==> config.mk <==
export PLATFORM = sky130hd
export DESIGN_NAME = motor_feedback_frame_receiver_flat
export DESIGN_NICKNAME = d
export VERILOG_FILES = /design/src/rtl/core/mffr_pkg.sv /design/src/rtl/core/mffr_if.sv /design/src/rtl/core/mffr_crc8.sv /design/src/rtl/core/mffr_assembler.sv /design/src/rtl/core/motor_feedback_frame_receiver.sv /design/src/flat_wrapper.sv
export SDC_FILE = /design/constraint.sdc
export NUM_CORES = 1
export LEC_CHECK = 0
export BUFFER_PORTS_ARGS = -buffer_cell sky130_fd_sc_hd__buf_2
export CAP_MARGIN = 25
export CORE_AREA = 3 3 132 134
export DETAILED_ROUTE_END_ITERATION = 16
export DIE_AREA = 0 0 135 137
export GPL_ROUTABILITY_DRIVEN = 1
export HOLD_SLACK_MARGIN = 0.06
export PLACE_DENSITY = 0.65
export SLEW_MARGIN = 15
export SYNTH_ARGS = -nofsm -noshare
export SYNTH_HDL_FRONTEND = slang
export SYNTH_SLANG_ARGS = --single-unit
==> constraint.sdc <==
create_clock -name i_clk -period 5.5 [get_ports i_clk]
set_input_delay 1.65 -clock i_clk [delete_from_list [all_inputs] [get_ports i_clk]]
set_output_delay 1.65 -clock i_clk [all_outputs]
set_load 0.03 [all_outputs]
==> src/rtl/core/mffr_pkg.sv <==
// ----------------------------------------------------------------------------
// Motor feedback frame receiver package
// Shared constants, codes and word types of the frame receiver.
// ----------------------------------------------------------------------------
`default_nettype none

package mffr_pkg;

    localparam int FRAME_LEN  = 10;
    localparam int DATA_BYTES = FRAME_LEN - 1;
    localparam int POS_W      = $clog2(FRAME_LEN);
    localparam logic [POS_W-1:0] LAST_POS = POS_W'(FRAME_LEN - 1);

    localparam logic [7:0] CRC_POLY = 8'h8C;

    localparam logic REQ_BYTE    = 1'b0;
    localparam logic REQ_TIMEOUT = 1'b1;

    localparam logic [2:0] ST_OK      = 3'd0;
    localparam logic [2:0] ST_CRC     = 3'd1;
    localparam logic [2:0] ST_FAULT   = 3'd2;
    localparam logic [2:0] ST_ID      = 3'd3;
    localparam logic [2:0] ST_TIMEOUT = 3'd4;

    typedef struct packed {
        logic       req_type;
        logic [7:0] rx_byte;
        logic [7:0] target_id;
    } t_in_word;

    typedef struct packed {
        logic [2:0]         status;
        logic [7:0]         motor_mode;
        logic signed [15:0] current_raw;
        logic signed [15:0] velocity_raw;
        logic [15:0]        position_raw;
        logic [7:0]         fault_flags;
    } t_out_word;

    typedef struct packed {
        logic      valid;
        t_out_word word;
    } t_result;

endpackage

`default_nettype wire

==> src/rtl/core/mffr_if.sv <==
// ----------------------------------------------------------------------------
// Frame receiver channel interfaces
// Valid/ready channels for received bytes and for frame results.
// ----------------------------------------------------------------------------
`default_nettype none

interface mffr_in_if;
    logic       valid;
    logic       ready;
    logic       req_type;
    logic [7:0] rx_byte;
    logic [7:0] target_id;

    modport source (output valid, output req_type, output rx_byte,
                    output target_id, input ready);
    modport sink   (input valid, input req_type, input rx_byte,
                    input target_id, output ready);
endinterface

interface mffr_out_if;
    logic               valid;
    logic               ready;
    logic [2:0]         status;
    logic [7:0]         motor_mode;
    logic signed [15:0] current_raw;
    logic signed [15:0] velocity_raw;
    logic [15:0]        position_raw;
    logic [7:0]         fault_flags;

    modport source (output valid, output status, output motor_mode,
                    output current_raw, output velocity_raw,
                    output position_raw, output fault_flags, input ready);
    modport sink   (input valid, input status, input motor_mode,
                    input current_raw, input velocity_raw,
                    input position_raw, input fault_flags, output ready);
endinterface

`default_nettype wire

==> src/rtl/core/mffr_crc8.sv <==
// ----------------------------------------------------------------------------
// Reflected CRC-8 byte update
// Advances a Maxim CRC-8 by one byte, bits taken LSB first.
// ----------------------------------------------------------------------------
`default_nettype none

module mffr_crc8
    import mffr_pkg::*;
(
    input  wire logic [7:0] i_crc,
    input  wire logic [7:0] i_data,
    output logic      [7:0] o_crc
);

    always_comb begin
        logic [7:0] crc;
        logic [7:0] data;
        crc  = i_crc;
        data = i_data;
        for (int k = 0; k < 8; k++) begin
            if (crc[0] ^ data[0]) begin
                crc = (crc >> 1) ^ CRC_POLY;
            end else begin
                crc = crc >> 1;
            end
            data = data >> 1;
        end
        o_crc = crc;
    end

endmodule

`default_nettype wire

==> src/rtl/core/mffr_assembler.sv <==
// ----------------------------------------------------------------------------
// Frame assembler
// Holds byte position, running CRC and captured bytes; forms the result.
// ----------------------------------------------------------------------------
`default_nettype none

module mffr_assembler
    import mffr_pkg::*;
(
    input  wire logic     i_clk,
    input  wire logic     i_rst_n,
    input  wire logic     i_en,
    input  wire t_in_word i_word,
    output t_result       o_result
);

    logic [POS_W-1:0] r_pos;
    logic [7:0]       r_crc;
    logic [7:0]       r_id;
    logic [7:0]       r_bytes [DATA_BYTES];

    logic [POS_W-1:0] n_pos;
    logic [7:0]       n_crc;
    logic [7:0]       n_id;
    logic [7:0]       crc_upd;
    logic             is_timeout;
    logic             is_check;

    mffr_crc8 u_crc8 (
        .i_crc  (r_crc),
        .i_data (i_word.rx_byte),
        .o_crc  (crc_upd)
    );

    assign is_timeout = (i_word.req_type == REQ_TIMEOUT);
    assign is_check   = (r_pos >= LAST_POS);

    always_comb begin
        o_result       = '0;
        o_result.valid = is_timeout || is_check;
        if (is_timeout) begin
            o_result.word.status = ST_TIMEOUT;
        end else if (r_crc != i_word.rx_byte) begin
            o_result.word.status = ST_CRC;
        end else begin
            if (r_bytes[8] != 8'd0) begin
                o_result.word.status = ST_FAULT;
            end else if (r_bytes[0] != r_id) begin
                o_result.word.status = ST_ID;
            end else begin
                o_result.word.status = ST_OK;
            end
            o_result.word.motor_mode   = r_bytes[1];
            o_result.word.current_raw  = {r_bytes[2], r_bytes[3]};
            o_result.word.velocity_raw = {r_bytes[4], r_bytes[5]};
            o_result.word.position_raw = {r_bytes[6], r_bytes[7]};
            o_result.word.fault_flags  = r_bytes[8];
        end
    end

    always_comb begin
        n_pos = r_pos;
        n_crc = r_crc;
        n_id  = r_id;
        if (is_timeout || is_check) begin
            n_pos = '0;
            n_crc = '0;
        end else begin
            if (r_pos == '0) begin
                n_id = i_word.target_id;
            end
            n_crc = crc_upd;
            n_pos = r_pos + POS_W'(1);
        end
    end

    always_ff @(posedge i_clk) begin
        if (!i_rst_n) begin
            r_pos <= '0;
            r_crc <= '0;
            r_id  <= '0;
        end else if (i_en) begin
            r_pos <= n_pos;
            r_crc <= n_crc;
            r_id  <= n_id;
        end
    end

    always_ff @(posedge i_clk) begin
        if (i_en && !is_timeout && !is_check) begin
            for (int i = 0; i < DATA_BYTES; i++) begin
                if (r_pos == POS_W'(i)) begin
                    r_bytes[i] <= i_word.rx_byte;
                end
            end
        end
    end

endmodule

`default_nettype wire

==> src/rtl/core/motor_feedback_frame_receiver.sv <==
// ----------------------------------------------------------------------------
// Motor feedback frame receiver
// Assembles 10-byte feedback frames, checks CRC-8, emits one status word.
// ----------------------------------------------------------------------------
//  channel  dir  payload                                   word
//  i_rx     in   req_type, rx_byte, target_id              one byte or timeout
//  o_res    out  status, mode, current, velocity,          one per frame end
//                position, fault_flags                     or timeout
//
//  One word per cycle while the result is not stalled; a word passes the input register, then the result register.
//  Bytes 0 to 8 give no result; byte 9 or a timeout gives one.
//  Reset clears byte position, CRC, addressed id and both valid flags.
//  A stalled result holds; the input register still fills behind it.
// ----------------------------------------------------------------------------
`default_nettype none

module motor_feedback_frame_receiver
    import mffr_pkg::*;
(
    input  wire logic i_clk,
    input  wire logic i_rst_n,
    mffr_in_if.sink   i_rx,
    mffr_out_if.source o_res
);

    logic      r_in_valid;
    t_in_word  r_in;
    logic      r_out_valid;
    t_out_word r_out;

    logic      adv;
    logic      asm_en;
    t_result   asm_res;

    assign adv        = !r_out_valid || o_res.ready;
    assign i_rx.ready = !r_in_valid || adv;
    assign asm_en     = r_in_valid && adv;

    mffr_assembler u_assembler (
        .i_clk    (i_clk),
        .i_rst_n  (i_rst_n),
        .i_en     (asm_en),
        .i_word   (r_in),
        .o_result (asm_res)
    );

    always_ff @(posedge i_clk) begin
        if (!i_rst_n) begin
            r_in_valid  <= 1'b0;
            r_out_valid <= 1'b0;
        end else begin
            if (i_rx.ready) begin
                r_in_valid <= i_rx.valid;
            end
            if (adv) begin
                r_out_valid <= asm_en && asm_res.valid;
            end
        end
    end

    always_ff @(posedge i_clk) begin
        if (i_rx.ready) begin
            r_in.req_type  <= i_rx.req_type;
            r_in.rx_byte   <= i_rx.rx_byte;
            r_in.target_id <= i_rx.target_id;
        end
        if (adv) begin
            r_out <= asm_res.word;
        end
    end

    assign o_res.valid        = r_out_valid;
    assign o_res.status       = r_out.status;
    assign o_res.motor_mode   = r_out.motor_mode;
    assign o_res.current_raw  = r_out.current_raw;
    assign o_res.velocity_raw = r_out.velocity_raw;
    assign o_res.position_raw = r_out.position_raw;
    assign o_res.fault_flags  = r_out.fault_flags;

    a_out_from_input: assert property (@(posedge i_clk) disable iff (!i_rst_n)
        $rose(r_out_valid) |-> $past(r_in_valid))
        else $error("result appeared without a buffered input word");

    a_ready_when_free: assert property (@(posedge i_clk) disable iff (!i_rst_n)
        !r_out_valid |-> i_rx.ready)
        else $error("input stalled while result register empty");

    a_blank_fields: assert property (@(posedge i_clk) disable iff (!i_rst_n)
        (r_out_valid && (r_out.status == ST_TIMEOUT || r_out.status == ST_CRC))
        |-> (r_out.motor_mode == 8'd0 && r_out.current_raw == 16'sd0 &&
             r_out.velocity_raw == 16'sd0 && r_out.position_raw == 16'd0 &&
             r_out.fault_flags == 8'd0))
        else $error("timeout or crc result carries frame fields");

endmodule

`default_nettype wire
==> src/flat_wrapper.sv <==
// flat-port wrapper written by rule: the top's interface ports become plain ports
module motor_feedback_frame_receiver_flat import mffr_pkg::*;
  (i_clk, i_rst_n, i_rx_valid, i_rx_req_type, i_rx_rx_byte, i_rx_target_id, i_rx_ready, o_res_valid, o_res_status, o_res_motor_mode, o_res_current_raw, o_res_velocity_raw, o_res_position_raw, o_res_fault_flags, o_res_ready);
  mffr_in_if i_rx_i ();
  mffr_out_if o_res_i ();
  input  wire logic i_clk;
  input  wire logic i_rst_n;
  input wire logic [$bits(i_rx_i.valid)-1:0] i_rx_valid;
  input wire logic [$bits(i_rx_i.req_type)-1:0] i_rx_req_type;
  input wire logic [$bits(i_rx_i.rx_byte)-1:0] i_rx_rx_byte;
  input wire logic [$bits(i_rx_i.target_id)-1:0] i_rx_target_id;
  output wire logic [$bits(i_rx_i.ready)-1:0] i_rx_ready;
  output wire logic [$bits(o_res_i.valid)-1:0] o_res_valid;
  output wire logic [$bits(o_res_i.status)-1:0] o_res_status;
  output wire logic [$bits(o_res_i.motor_mode)-1:0] o_res_motor_mode;
  output wire logic [$bits(o_res_i.current_raw)-1:0] o_res_current_raw;
  output wire logic [$bits(o_res_i.velocity_raw)-1:0] o_res_velocity_raw;
  output wire logic [$bits(o_res_i.position_raw)-1:0] o_res_position_raw;
  output wire logic [$bits(o_res_i.fault_flags)-1:0] o_res_fault_flags;
  input wire logic [$bits(o_res_i.ready)-1:0] o_res_ready;
  assign i_rx_i.valid = i_rx_valid;
  assign i_rx_i.req_type = i_rx_req_type;
  assign i_rx_i.rx_byte = i_rx_rx_byte;
  assign i_rx_i.target_id = i_rx_target_id;
  assign i_rx_ready = i_rx_i.ready;
  assign o_res_valid = o_res_i.valid;
  assign o_res_status = o_res_i.status;
  assign o_res_motor_mode = o_res_i.motor_mode;
  assign o_res_current_raw = o_res_i.current_raw;
  assign o_res_velocity_raw = o_res_i.velocity_raw;
  assign o_res_position_raw = o_res_i.position_raw;
  assign o_res_fault_flags = o_res_i.fault_flags;
  assign o_res_i.ready = o_res_ready;
  motor_feedback_frame_receiver u_core (.i_clk(i_clk), .i_rst_n(i_rst_n), .i_rx(i_rx_i), .o_res(o_res_i));
endmodule
==> Yosys cells after proc, flatten, opt, wreduce, memory -nomap -nowiden <==
Memories as Yosys holds them, arrays and structs flattened. A register that Yosys moved wholly into a read port is not among the register bits.
Cells that the tools add are included.
{ "word_totals": {"ram_bits": 72, "regBits": 50, "in_bits": 21, "n_memories": 1, "output_inout_bits": 69} }
{ "classes": {"n_eq_ne": 10, "muxes": 64, "n_bitwise": 17, "n_reduce_logical": 23, "order_cmp": 1, "addsub": 1} }
{ "memory_table": {"columns": ["memory", "depth", "width", "read_ports", "rd_clocked_by_memory_dff", "write_ports", "line_no", "text"], "rows": [
  ["u_core.u_assembler.r_bytes", 9, 8, 9, 7, 1, "mffr_assembler.sv:20", "logic [7:0] r_bytes [DATA_BYTES];"]
]} }
{ "op_table": {"columns": ["operator", "count"], "rows": [
  ["2-to-1 mux 8 bit", 17],
  ["OR reduction 8 bit", 8],
  ["2-to-1 mux 4 bit", 9],
  ["2-to-1 mux 1 bit", 35],
  ["NOT 2 -> 3 bit", 8],
  ["equality test 4 x 3 -> 1 bit, second input constant", 4],
  ["!= test 8 bit", 2],
  ["equality test 4 x 2 -> 1 bit, second input constant", 2],
  ["nonzero test 8 bit", 1],
  ["bitwise XOR 1 bit", 8],
  ["2-to-1 mux 3 bit", 2],
  ["adder 4 x 1 -> 4 bit, second input constant", 1],
  ["equality test 4 x 1 -> 1 bit, second input constant", 1],
  ["equality test 4 bit, second input constant", 1],
  [">= comparator 4 bit, second input constant", 1],
  ["logical AND 1 bit", 4],
  ["logical NOT 1 bit", 4],
  ["logical NOT 4 bit", 1],
  ["logical OR 1 bit", 3],
  ["AND reduction 3 bit", 1],
  ["2-to-1 mux 2 bit", 1],
  ["OR reduction 2 bit", 1],
  ["NOT 1 bit", 1]
]} }

==> Depth between registers and ports, before layout <==
Gate-level depths: netlist of run 1.
{ "depth": {"word_depth": 17, "depth_mapped": 8, "depth_no_buf": 7} }

==> By module <==
From an unflattened synthesis of run 1, not the netlist that was laid out.
{ "hier_totals": {"cells_unflattened": 395, "hier_area_um2": 6717.7} }
{ "modules_own_cells": {"columns": ["module", "area_each_um2", "cells_each", "seq_area_each_um2", "n_inst"], "rows": [
  ["mffr_assembler", 3856.2, 280, 2562.5, 1],
  ["motor_feedback_frame_receiver", 2623.8, 93, 2562.5, 1],
  ["mffr_crc8", 237.7, 22, 0.0, 1]
]} }

==> Worst setup path before layout of run 1 <==
Ideal clock, no wire load.
{ "synth_path": {"path_kind": "input to output", "startpoint": "input o_res_ready", "endpoint": "output i_rx_ready", "path_buffers": 0, "slack_ns": 1.518, "stages": 2, "required_time_ns": 3.850, "arrival_time_ns": 2.332, "path_cell_list": "nor2b_1 > nand2_1"} }
{ "synth_via": {"elab_chain_cells": 2} }
{ "synth_lines": {"columns": ["item", "line_no", "text"], "rows": [
  ["start: declaration", "flat_wrapper.sv:20", "input wire logic [$bits(o_res_i.ready)-1:0] o_res_ready;"],
  ["logical OR 1 bit", "motor_feedback_frame_receiver.sv:35", "assign adv = !r_out_valid || o_res.ready;"],
  ["logical OR 1 bit", "motor_feedback_frame_receiver.sv:36", "assign i_rx.ready = !r_in_valid || adv;"],
  ["end: declaration", "flat_wrapper.sv:12", "output wire logic [$bits(i_rx_i.ready)-1:0] i_rx_ready;"]
]} }
No other way between the ends.

==> Final worst setup path of run 1 <==
Same ends and word-level chain as after synthesis.

==> results_dict.tcl, run 1 <==
set metrics [dict create \
    drive_above_1_share_pct 31.36 \
    drtPass1Iterations 4 \
    cpPeakStageDelay_ns 0.21 \
    cp_slowest_cell "nor2b_1" \
    antenna_left 0 \
    nets 504 \
    antenna_found_initial 0 \
    synth_top_family_by_area "simple AND/OR/NAND/NOR gates" \
    vias_per_cell 4.550 \
    htreeDepth 4 \
    place_congestion 0.7844 \
    intPower_w 0.002262 \
    clk-insertion-delay-late_ns 0.42 \
    netlist_instances 378 \
    numClockSinks 178 \
    synthSimpleGateAreaFrac_pct 11.96 \
    status "finished clean" \
    path_delay_family "buffers and inverters" \
    grt_usage_pct 13.11 \
    setup_violations 0 \
    arrival_ns 2.45 \
    switchingPower_w 0.0005986 \
    crit_type "input pin to output port" \
    syn-num-nets 404 \
    mostFrequentLayoutCells "156 x edfxtp_1, 89 x buf_2, 45 x and2_1" \
    synth_xor_area_share_pct 4.214 \
    crit_fanout 18 \
    reg2regPathDepth 6 \
    leakagePower_nw 3.142 \
    whs_path_depth 2 \
    grt_max_degree 70 \
    mostFrequentLayoutCell "edfxtp_1" \
    worst_slack_ns 1.397 \
    dpl_worst_slack_ns 1.389 \
    cts_setup_buffers 0 \
    numCtsBuffers 17 \
    drc 0 \
    finalWirelength_um 11410 \
    place_hpwl_um 7420 \
    start_util_pct 40.36 \
    io_pins 90 \
    worstSetupStartpointType "input pin" \
    die_y_um 137 \
    synth_area_sq_um 6621 \
    clockBufferDepth 2 \
    yosysUniqueCellTypes 44 \
    synthArstFlopShare_pct 0 \
    rows 47 \
    min_period_ns 4.103 \
    crit_required_ns 3.85 \
    setup_tns_ns 0 \
    maxSlewViolCount 0 \
    yosys_warnings 0 \
    area_delta_synth_final_pct 18.59 \
    muxShareOfSynthArea_pct 1.209 \
    fin_area_sq_um 7853 \
    pwr-share-comb_pct 4.8 \
    syn_area_per_cell_sq_um 17.52 \
    grt_pass1_wl_um 17890 \
    tightest_slew_ns 0.8603 \
    gr-total-overflow 0 \
    worstPathCellList "buf_2 -> nor2b_1 -> nand2_1 -> buf_4 -> buf_2" \
    worstPathBufferInverterCount 3 \
    coreArea_sq_um 16410 \
    ir_drop_mv 0.2317 \
    hold_path_class "flip-flop to flip-flop" \
    fin_crit_sh_pct 74.60 \
    cap_violations 0 \
    clock-root-buffer "clkbuf_16" \
    p_sw_share_pct 20.92 \
    clkPwrFrac_pct 42.0 \
    hold_viol_final 0 \
    yosysSeqAreaShare_pct 77.40 \
    pwr-share-seq_pct 53.2 \
    finalClockSkew_ns 0.006413 \
    grt_pass1_vias 3337 \
    crit_top_cell "buf_2" \
    clk_pin_slew_ns 0.06 \
    slew_headroom_pct 42.65 \
    synth_compound_area_share_pct 2.268 \
    cts_tree "built" \
    worstSetupEndpointType "output port" \
    rsz0062_at_grt "false" \
    hold_buffers 0 \
    crit_cells 5 \
    cts_resized 0 \
    max_freq_mhz 243.7 \
    fillers 1415 \
    synthFlopType "edfxtp_1" \
    num_vias 3235 \
    dpl-instance-area_sq_um 7258 \
    first_iter_violations 207 \
    die_w_um 135 \
    port_buffers 89 \
    synth-edff-count 156 \
    antennaDiodeCount 0 \
    dieArea_sq_um 18500 \
    synth-seq-cells 178 \
    wl_per_cell_um 16.05 \
    yosys.area_share.adder_pct 0.9448 \
    p_per_area_nw_per_um2 364.3 \
]
==> registers in the layout, indices dropped and copies added (netlist names), 16 cells and up <==
register / flops
u_core.r_in: 17
o_res_velocity_raw: 16
u_core.u_assembler.r_bytes: 72
o_res_position_raw: 16
o_res_current_raw: 16
==> cells in the mapped netlist (4+ instances only) <==
cell type	count	area, sq um
and2_2	24	180.2
nand2_1	6	22.52
nand4_1	5	31.28
buf_8	5	75.07
ha_1	5	62.56
nor2_1	4	15.01
xnor2_1	16	140.1
a22oi_1	5	37.54
mux2i_1	8	80.08
dfxtp_1	22	440.4
inv_1	4	15.01
xor2_1	7	61.31
nor2b_1	17	106.4
edfxtp_1	156	4684
nand3_1	5	25.02
clkbuf_1	4	15.01
and2_1	45	281.5
==> path summary, 6_finish.rpt <==
check / start / to / slack, ns
worst max-delay path: o_res_ready / i_rx_ready / 1.40
worst min-delay path: u_core.u_assembler.r_crc[1] / u_core.u_assembler.r_crc[1] / 0.49
worst max register to register: u_core.o_res.valid / u_core.u_assembler.r_bytes[8][1] / 2.84
worst min register to register: u_core.u_assembler.r_crc[1] / u_core.u_assembler.r_crc[1] / 0.49
==> area by class of cell <==
class | count | area (sq um) | share of cell area (%)
sequential | 178 | 5125 | 65.26
multi-input combinational | 183 | 1364 | 17.37
timing repair buffer | 93 | 475.5 | 6.055
clock buffer | 19 | 432.9 | 5.513
tap | 220 | 275.3 | 3.505
clock inverter | 13 | 161.4 | 2.055
inverter | 5 | 18.77 | 0.2390
==> worst min-delay path: stages (launching register included) <==
cell and delay (ns):
dfxtp_1 0.33, nand2_1 0.06, a21boi_1 0.05
==> through the flow <==
step / utilization, % / hold WS (ns) / std cells / total power [W]
floorplan: - / 0.4646 / 378 / 0.001645
global placement: 44.19 / 0.4777 / 678 / 0.001689
detailed placement: 44.24 / 0.4889 / 679 / 0.001691
CTS: 47.86 / 0.4976 / 711 / 0.002886
global route: 47.86 / 0.5335 / 711 / 0.002958
finish: 47.86 / 0.4947 / 711 / 0.002861
==> per-layer routing <==
layer | up-vias | part of all wire, % | GRT usage [%]
met5 | - | 0 | 0
met4 | 0 | 1.3 | 5.039
met3 | 10 | 6.1 | 4.559
met2 | 91 | 49 | 21.15
met1 | 1565 | 43 | 16.38
li1 | 1569 | - | -
==> power by group through the flow <==
stage / clock network, W / logic [W] / registers (W)
2_1_floorplan: 0 / 0.0000775 / 0.00157
4_1_cts: 0.00122 / 0.000140 / 0.00152
3_5_place_dp: 0 / 0.000139 / 0.00155
6_report: 0.00120 / 0.000138 / 0.00152
3_3_place_gp: 0 / 0.000137 / 0.00155
5_1_grt: 0.00128 / 0.000150 / 0.00153
==> cell families (layout without fill, tap and decap cells) <==
group,Yosys count,after routing
xor+xnor,27,27
mux,8,8
simple gates,123,123
buf+inv,17,130
fa+ha+maj,5,5
flops,178,178
compound gates,20,20
No activity file was read; power rests on OpenSTA's default activity.
==> run 2, diff against run 1 <==
--- a/config.mk
+++ b/config.mk
@@ -12,7 +12,7 @@
 export DIE_AREA = 0 0 135 137
 export GPL_ROUTABILITY_DRIVEN = 1
 export HOLD_SLACK_MARGIN = 0.06
-export PLACE_DENSITY = 0.65
+export PLACE_DENSITY = 0.67
 export SLEW_MARGIN = 15
 export SYNTH_ARGS = -nofsm -noshare
 export SYNTH_HDL_FRONTEND = slang
==> constraint.sdc (replaced) <==
create_clock -name i_clk -period 3.4 [get_ports i_clk]
set_input_delay 1.02 -clock i_clk [delete_from_list [all_inputs] [get_ports i_clk]]
set_output_delay 1.02 -clock i_clk [all_outputs]
set_load 0.03 [all_outputs]
==> results_dict.tcl, run 2 (synthesized netlist as in run 1, its figures left out) <==
set metrics [dict create \
    worstPathBufferInverterCount 2 \
    dieArea_sq_um 18500 \
    p_per_area_nw_per_um2 588.5 \
    pwr-share-comb_pct 4.9 \
    worstPathCellList "buf_2 -> nor2b_1 -> nand2_1 -> buf_2" \
    arrival_ns 1.63 \
    worstSetupEndpointType "output port" \
    start_util_pct 40.36 \
    min_period_ns 2.652 \
    finalClockSkew_ns 0.01078 \
    crit_top_cell "buf_2" \
    max_freq_mhz 377.1 \
    first_iter_violations 283 \
    cp_slowest_cell "nor2b_1" \
    gr-total-overflow 0 \
    tightest_slew_ns 0.8943 \
    grt_pass1_vias 3337 \
    rows 47 \
    worst_slack_ns 0.7483 \
    rsz0062_at_grt "false" \
    drc 0 \
    antennaDiodeCount 0 \
    clkPwrFrac_pct 42.0 \
    rrSetupSlack_ns 0.91 \
    antenna_left 0 \
    setup_tns_ns 0 \
    intPower_w 0.003608 \
    crit_path_end "i_rx_ready" \
    grt_usage_pct 13.14 \
    crit_required_ns 2.38 \
    cts_tree "built" \
    cts_setup_buffers 0 \
    design_power_total_w 0.004631 \
    drtPass1Iterations 4 \
    dpl_worst_slack_ns 0.4296 \
    drive_above_1_share_pct 32.05 \
    reg_top3 "u_core.u_assembler.r_bytes x72, u_core.r_in x17" \
    grt_max_degree 68 \
    clock-root-buffer "clkbuf_16" \
    numCtsBuffers 17 \
    crit_start "o_res_ready" \
    hold_viol_final 0 \
    crit_type "input pin to output port" \
    setup_violations 0 \
    mostFrequentLayoutCells "156 x edfxtp_1, 89 x buf_2, 45 x and2_1" \
    regMostFlops "u_core.u_assembler.r_bytes" \
    worstSetupStartpointType "input pin" \
    crit_cells 4 \
    die_y_um 137 \
    port_buffers 89 \
    r2r_start "u_core.u_assembler.r_pos[1]" \
    nets 506 \
    place_congestion 0.7614 \
    die_w_um 135 \
    status "finished clean" \
    place_hpwl_um 7559 \
    antenna_found_initial 0 \
    area_delta_synth_final_pct 18.84 \
    fin_area_sq_um 7869 \
    path_delay_family "simple AND/OR/NAND/NOR gates" \
    vias_per_cell 4.592 \
    worstReg2RegEnd "u_core.u_assembler.r_bytes[8][3]" \
    dpl-instance-area_sq_um 7273 \
    cts_resized 0 \
    io_pins 90 \
    numClockSinks 178 \
    fin_crit_sh_pct 77.99 \
    coreArea_sq_um 16410 \
    htreeDepth 4 \
    num_vias 3274 \
    switchingPower_w 0.001023 \
    hold_buffers 0 \
    utilization_pct 47.96 \
    reg2regPathDepth 6 \
    pwr-share-seq_pct 53.1 \
    cap_violations 0 \
    finalWirelength_um 11440 \
    hold_path_class "flip-flop to flip-flop" \
    clk_pin_slew_ns 0.06 \
    cpPeakStageDelay_ns 0.20 \
    maxSlewViolCount 0 \
    wl_per_cell_um 16.04 \
    largest_reg_flops 72 \
    leakagePower_nw 3.152 \
    slew_headroom_pct 39.54 \
    ir_drop_mv 0.3505 \
    mostFrequentLayoutCell "edfxtp_1" \
    crit_fanout 3 \
    p_sw_share_pct 22.08 \
    grt_pass1_wl_um 18000 \
    clockBufferDepth 2 \
    clk-insertion-delay-late_ns 0.43 \
]
run 2: changes by cell type in the layout (fill, tap and decap cells not counted), sizes merged:
cell | before | now
inv | 6 | 12
clkinv | 5 | 2
buf | 93 | 95
clkbuf | 19 | 17
bufinv | 3 | 2
run 2: metrics by stage:
stage	hold WS, ns	cells
floorplan	0.4646	378
global placement	0.4761	681
detailed placement	0.4849	681
CTS	0.4937	713
global route	0.5093	713
finish	0.4900	713
run 2: worst min-delay path: stages (launching register included):
cell      delay, ns
dfxtp_1        0.33
nand2_1        0.06
a21boi_1       0.05
run 2: layout make-up:
class	count	area, sq um
Tap cell	220	275.3
Multi-Input combinational cell	183	1364
Clock inverter	15	170.2
Fill cell	1382	8538
Clock buffer	17	425.4
Sequential cell	178	5125
Inverter	5	18.77
Timing Repair Buffer	95	490.5
run 2: power by group through the flow:
stage / sequential, W / clock [W] / combinational [W]
after floorplan: 0.00253 / 0 / 0.000125
after global placement: 0.00251 / 0 / 0.000223
after detailed placement: 0.00251 / 0 / 0.000228
after CTS: 0.00246 / 0.00199 / 0.000229
after global routing: 0.00247 / 0.00208 / 0.000246
final: 0.00246 / 0.00194 / 0.000227
run 2: worst min-delay path by stage:
stage	startpoint	end	slack, ns	cells after the start
finish	u_core.u_assembler.r_crc[1]	u_core.u_assembler.r_crc[1]	0.49	2
global route	u_core.u_assembler.r_crc[1]	u_core.u_assembler.r_crc[1]	0.51	2
CTS	u_core.u_assembler.r_crc[1]	u_core.u_assembler.r_crc[1]	0.49	2
detailed placement	u_core.u_assembler.r_crc[1]	u_core.u_assembler.r_crc[1]	0.48	2
global placement	u_core.u_assembler.r_crc[1]	u_core.u_assembler.r_crc[1]	0.48	2
floorplan	u_core.u_assembler.r_crc[1]	u_core.u_assembler.r_crc[1]	0.46	2
run 2: per-layer routing:
metal	wire (um)	track usage (%)	vias to the layer above	part of all wire, %
met5	0	0	-	0
met4	294	5.767	0	2.6
met3	674	4.265	28	5.9
met2	5369	20.32	106	47
met1	5099	17.09	1563	45
li1	-	-	1577	-
==> run 3, diff against run 2 <==
==> constraint.sdc (replaced) <==
create_clock -name i_clk -period 2.2 [get_ports i_clk]
set_input_delay 0.66 -clock i_clk [delete_from_list [all_inputs] [get_ports i_clk]]
set_output_delay 0.66 -clock i_clk [all_outputs]
set_load 0.03 [all_outputs]
==> results_dict.tcl, run 3 (synthesized netlist as in run 1, its figures left out) <==
set metrics [dict create \
    status "finished clean" \
    clock-root-buffer "clkbuf_16" \
    port_buffers 89 \
    cts_tree "built" \
    regMostFlops "u_core.u_assembler.r_bytes" \
    hold_path_class "input pin to flip-flop" \
    dieArea_sq_um 18500 \
    pwr-share-seq_pct 51.5 \
    clockBufferDepth 2 \
    slew_headroom_pct 66.31 \
    setup_tns_ns 0 \
    min_period_ns 2.066 \
    worstPathCellList "inv_1 -> ha_1 -> or3b_4 -> a21oi_4 -> and2_2 -> and4b_2" \
    cp_slowest_cell "or3b_4" \
    antennaDiodeCount 0 \
    grt_pass1_vias 3449 \
    place_hpwl_um 7947 \
    antenna_found_initial 0 \
    holdWs_ns 0.4089 \
    finalWirelength_um 11770 \
    drive_above_1_share_pct 36.43 \
    htreeDepth 4 \
    maxSlewViolCount 0 \
    setup_violations 0 \
    rsz0062_at_grt "false" \
    p_sw_share_pct 19.89 \
    hold_viol_final 0 \
    p_per_area_nw_per_um2 900.0 \
    mostFrequentLayoutCell "edfxtp_1" \
    reg_top3 "u_core.u_assembler.r_bytes x72, u_core.r_in x17" \
    grt_usage_pct 13.24 \
    fin_crit_sh_pct 93.90 \
    coreArea_sq_um 16410 \
    arrival_ns 2.18 \
    leakagePower_nw 3.299 \
    io_pins 90 \
    drc 0 \
    worstSetupEndpointType "flip-flop" \
    crit_fanout 8 \
    cts_setup_buffers 0 \
    max_freq_mhz 484.1 \
    finalClockSkew_ns 0.007768 \
    crit_type "flip-flop to flip-flop" \
    intPower_w 0.005868 \
    cap_violations 0 \
    fin_area_sq_um 8138 \
    worstPathBufferInverterCount 1 \
    worstSetupStartpointType "flip-flop" \
    cpPeakStageDelay_ns 0.39 \
    pwr-share-comb_pct 5.8 \
    antenna_left 0 \
    drtPass1Iterations 4 \
    grt_pass1_wl_um 18130 \
    clk_pin_slew_ns 0.06 \
    first_iter_violations 308 \
    start_util_pct 40.36 \
    grt_max_degree 49 \
    area_delta_synth_final_pct 22.90 \
    mostFrequentLayoutCells "156 x edfxtp_1, 89 x buf_2, 44 x and2_1" \
    nets 529 \
    numClockSinks 178 \
    ir_drop_mv 0.5446 \
    numCtsBuffers 17 \
    switchingPower_w 0.001457 \
    die_w_um 135 \
    fin_cells 736 \
    wl_per_cell_um 15.99 \
    clk-insertion-delay-late_ns 0.43 \
    vias_per_cell 4.617 \
    clkPwrFrac_pct 42.7 \
    dpl-instance-area_sq_um 7508 \
    tightest_slew_ns 0.5053 \
    num_vias 3398 \
    crit_required_ns 2.31 \
    path_delay_family "simple AND/OR/NAND/NOR gates" \
    die_y_um 137 \
    dp.cells 704 \
    fillers 1345 \
    place_congestion 0.7898 \
    gr-total-overflow 0 \
    largest_reg_flops 72 \
    rows 47 \
]
## run 3: changes by cell type in the layout (fill, tap and decap cells not counted), sizes merged
cell and delta:
buf +23, inv -8, clkinvlp -2, clkinv +1, bufinv +3, clkbuf +6
## run 3: metal layers
| layer | up-vias | GRT usage (%) | part of all wire [%] |
|---|---|---|---|
| met4 | 0 | 5.711 | 2.5 |
| met2 | 92 | 21.35 | 49 |
| met5 | - | 0 | 0 |
| li1 | 1618 | - | - |
| met1 | 1669 | 16.67 | 43 |
| met3 | 19 | 4.044 | 5.5 |
## run 3: path summary, 6_finish.rpt
check / start / to / slack [ns] / cells past startpoint
max: u_core.u_assembler.r_pos[0] / u_core.u_assembler.r_bytes[8][1] / 0.13 / 6
min: i_rx_rx_byte[3] / u_core.r_in[11] / 0.41 / 1
max reg2reg: u_core.u_assembler.r_pos[0] / u_core.u_assembler.r_bytes[8][1] / 0.13 / 6
min reg2reg: u_core.u_assembler.r_crc[1] / u_core.u_assembler.r_crc[1] / 0.49 / 2
## run 3: timing repair
item	in CTS	in global routing
endpoints found under the setup margin	0	53
resized for setup	0	4
hold buffers	0	0
endpoints found under the hold margin	0	0
## run 3: final cells by class
type,count,area (sq um),area share (%)
Clock buffer,23,467.9,5.750
Timing Repair Buffer,118,679.4,8.349
Clock inverter,9,153.9,1.891
Inverter,5,47.55,0.5843
Sequential cell,178,5126,62.99
Tap cell,220,275.3,3.383
Multi-Input combinational cell,183,1388,17.05
## run 3: worst register-to-register path: stages (launching register included)
cell     delay, ns
dfxtp_1       0.34
inv_1         0.15
ha_1          0.17
or3b_4        0.39
a21oi_4       0.16
and2_2        0.20
and4b_2       0.35
## run 3: through the flow
stage	power, W	util (%)	worst slack, ns
6_report	0.007324	49.60	0.1342
5_1_grt	0.007554	49.60	0.04349
4_1_cts	0.007395	49.55	0.03210
3_5_place_dp	0.004277	45.76	0.01696
3_3_place_gp	0.004267	45.76	0.01787
2_1_floorplan	0.004118	-	0.02149
## run 3: power groups by stage
stage          Sequential (W)  Clock (W)  Combinational [W]
2_1_floorplan         0.00392          0           0.000201
3_3_place_gp          0.00385          0           0.000421
3_5_place_dp          0.00385          0           0.000429
4_1_cts               0.00378    0.00319           0.000430
5_1_grt               0.00378    0.00331           0.000459
6_report              0.00378    0.00312           0.000424
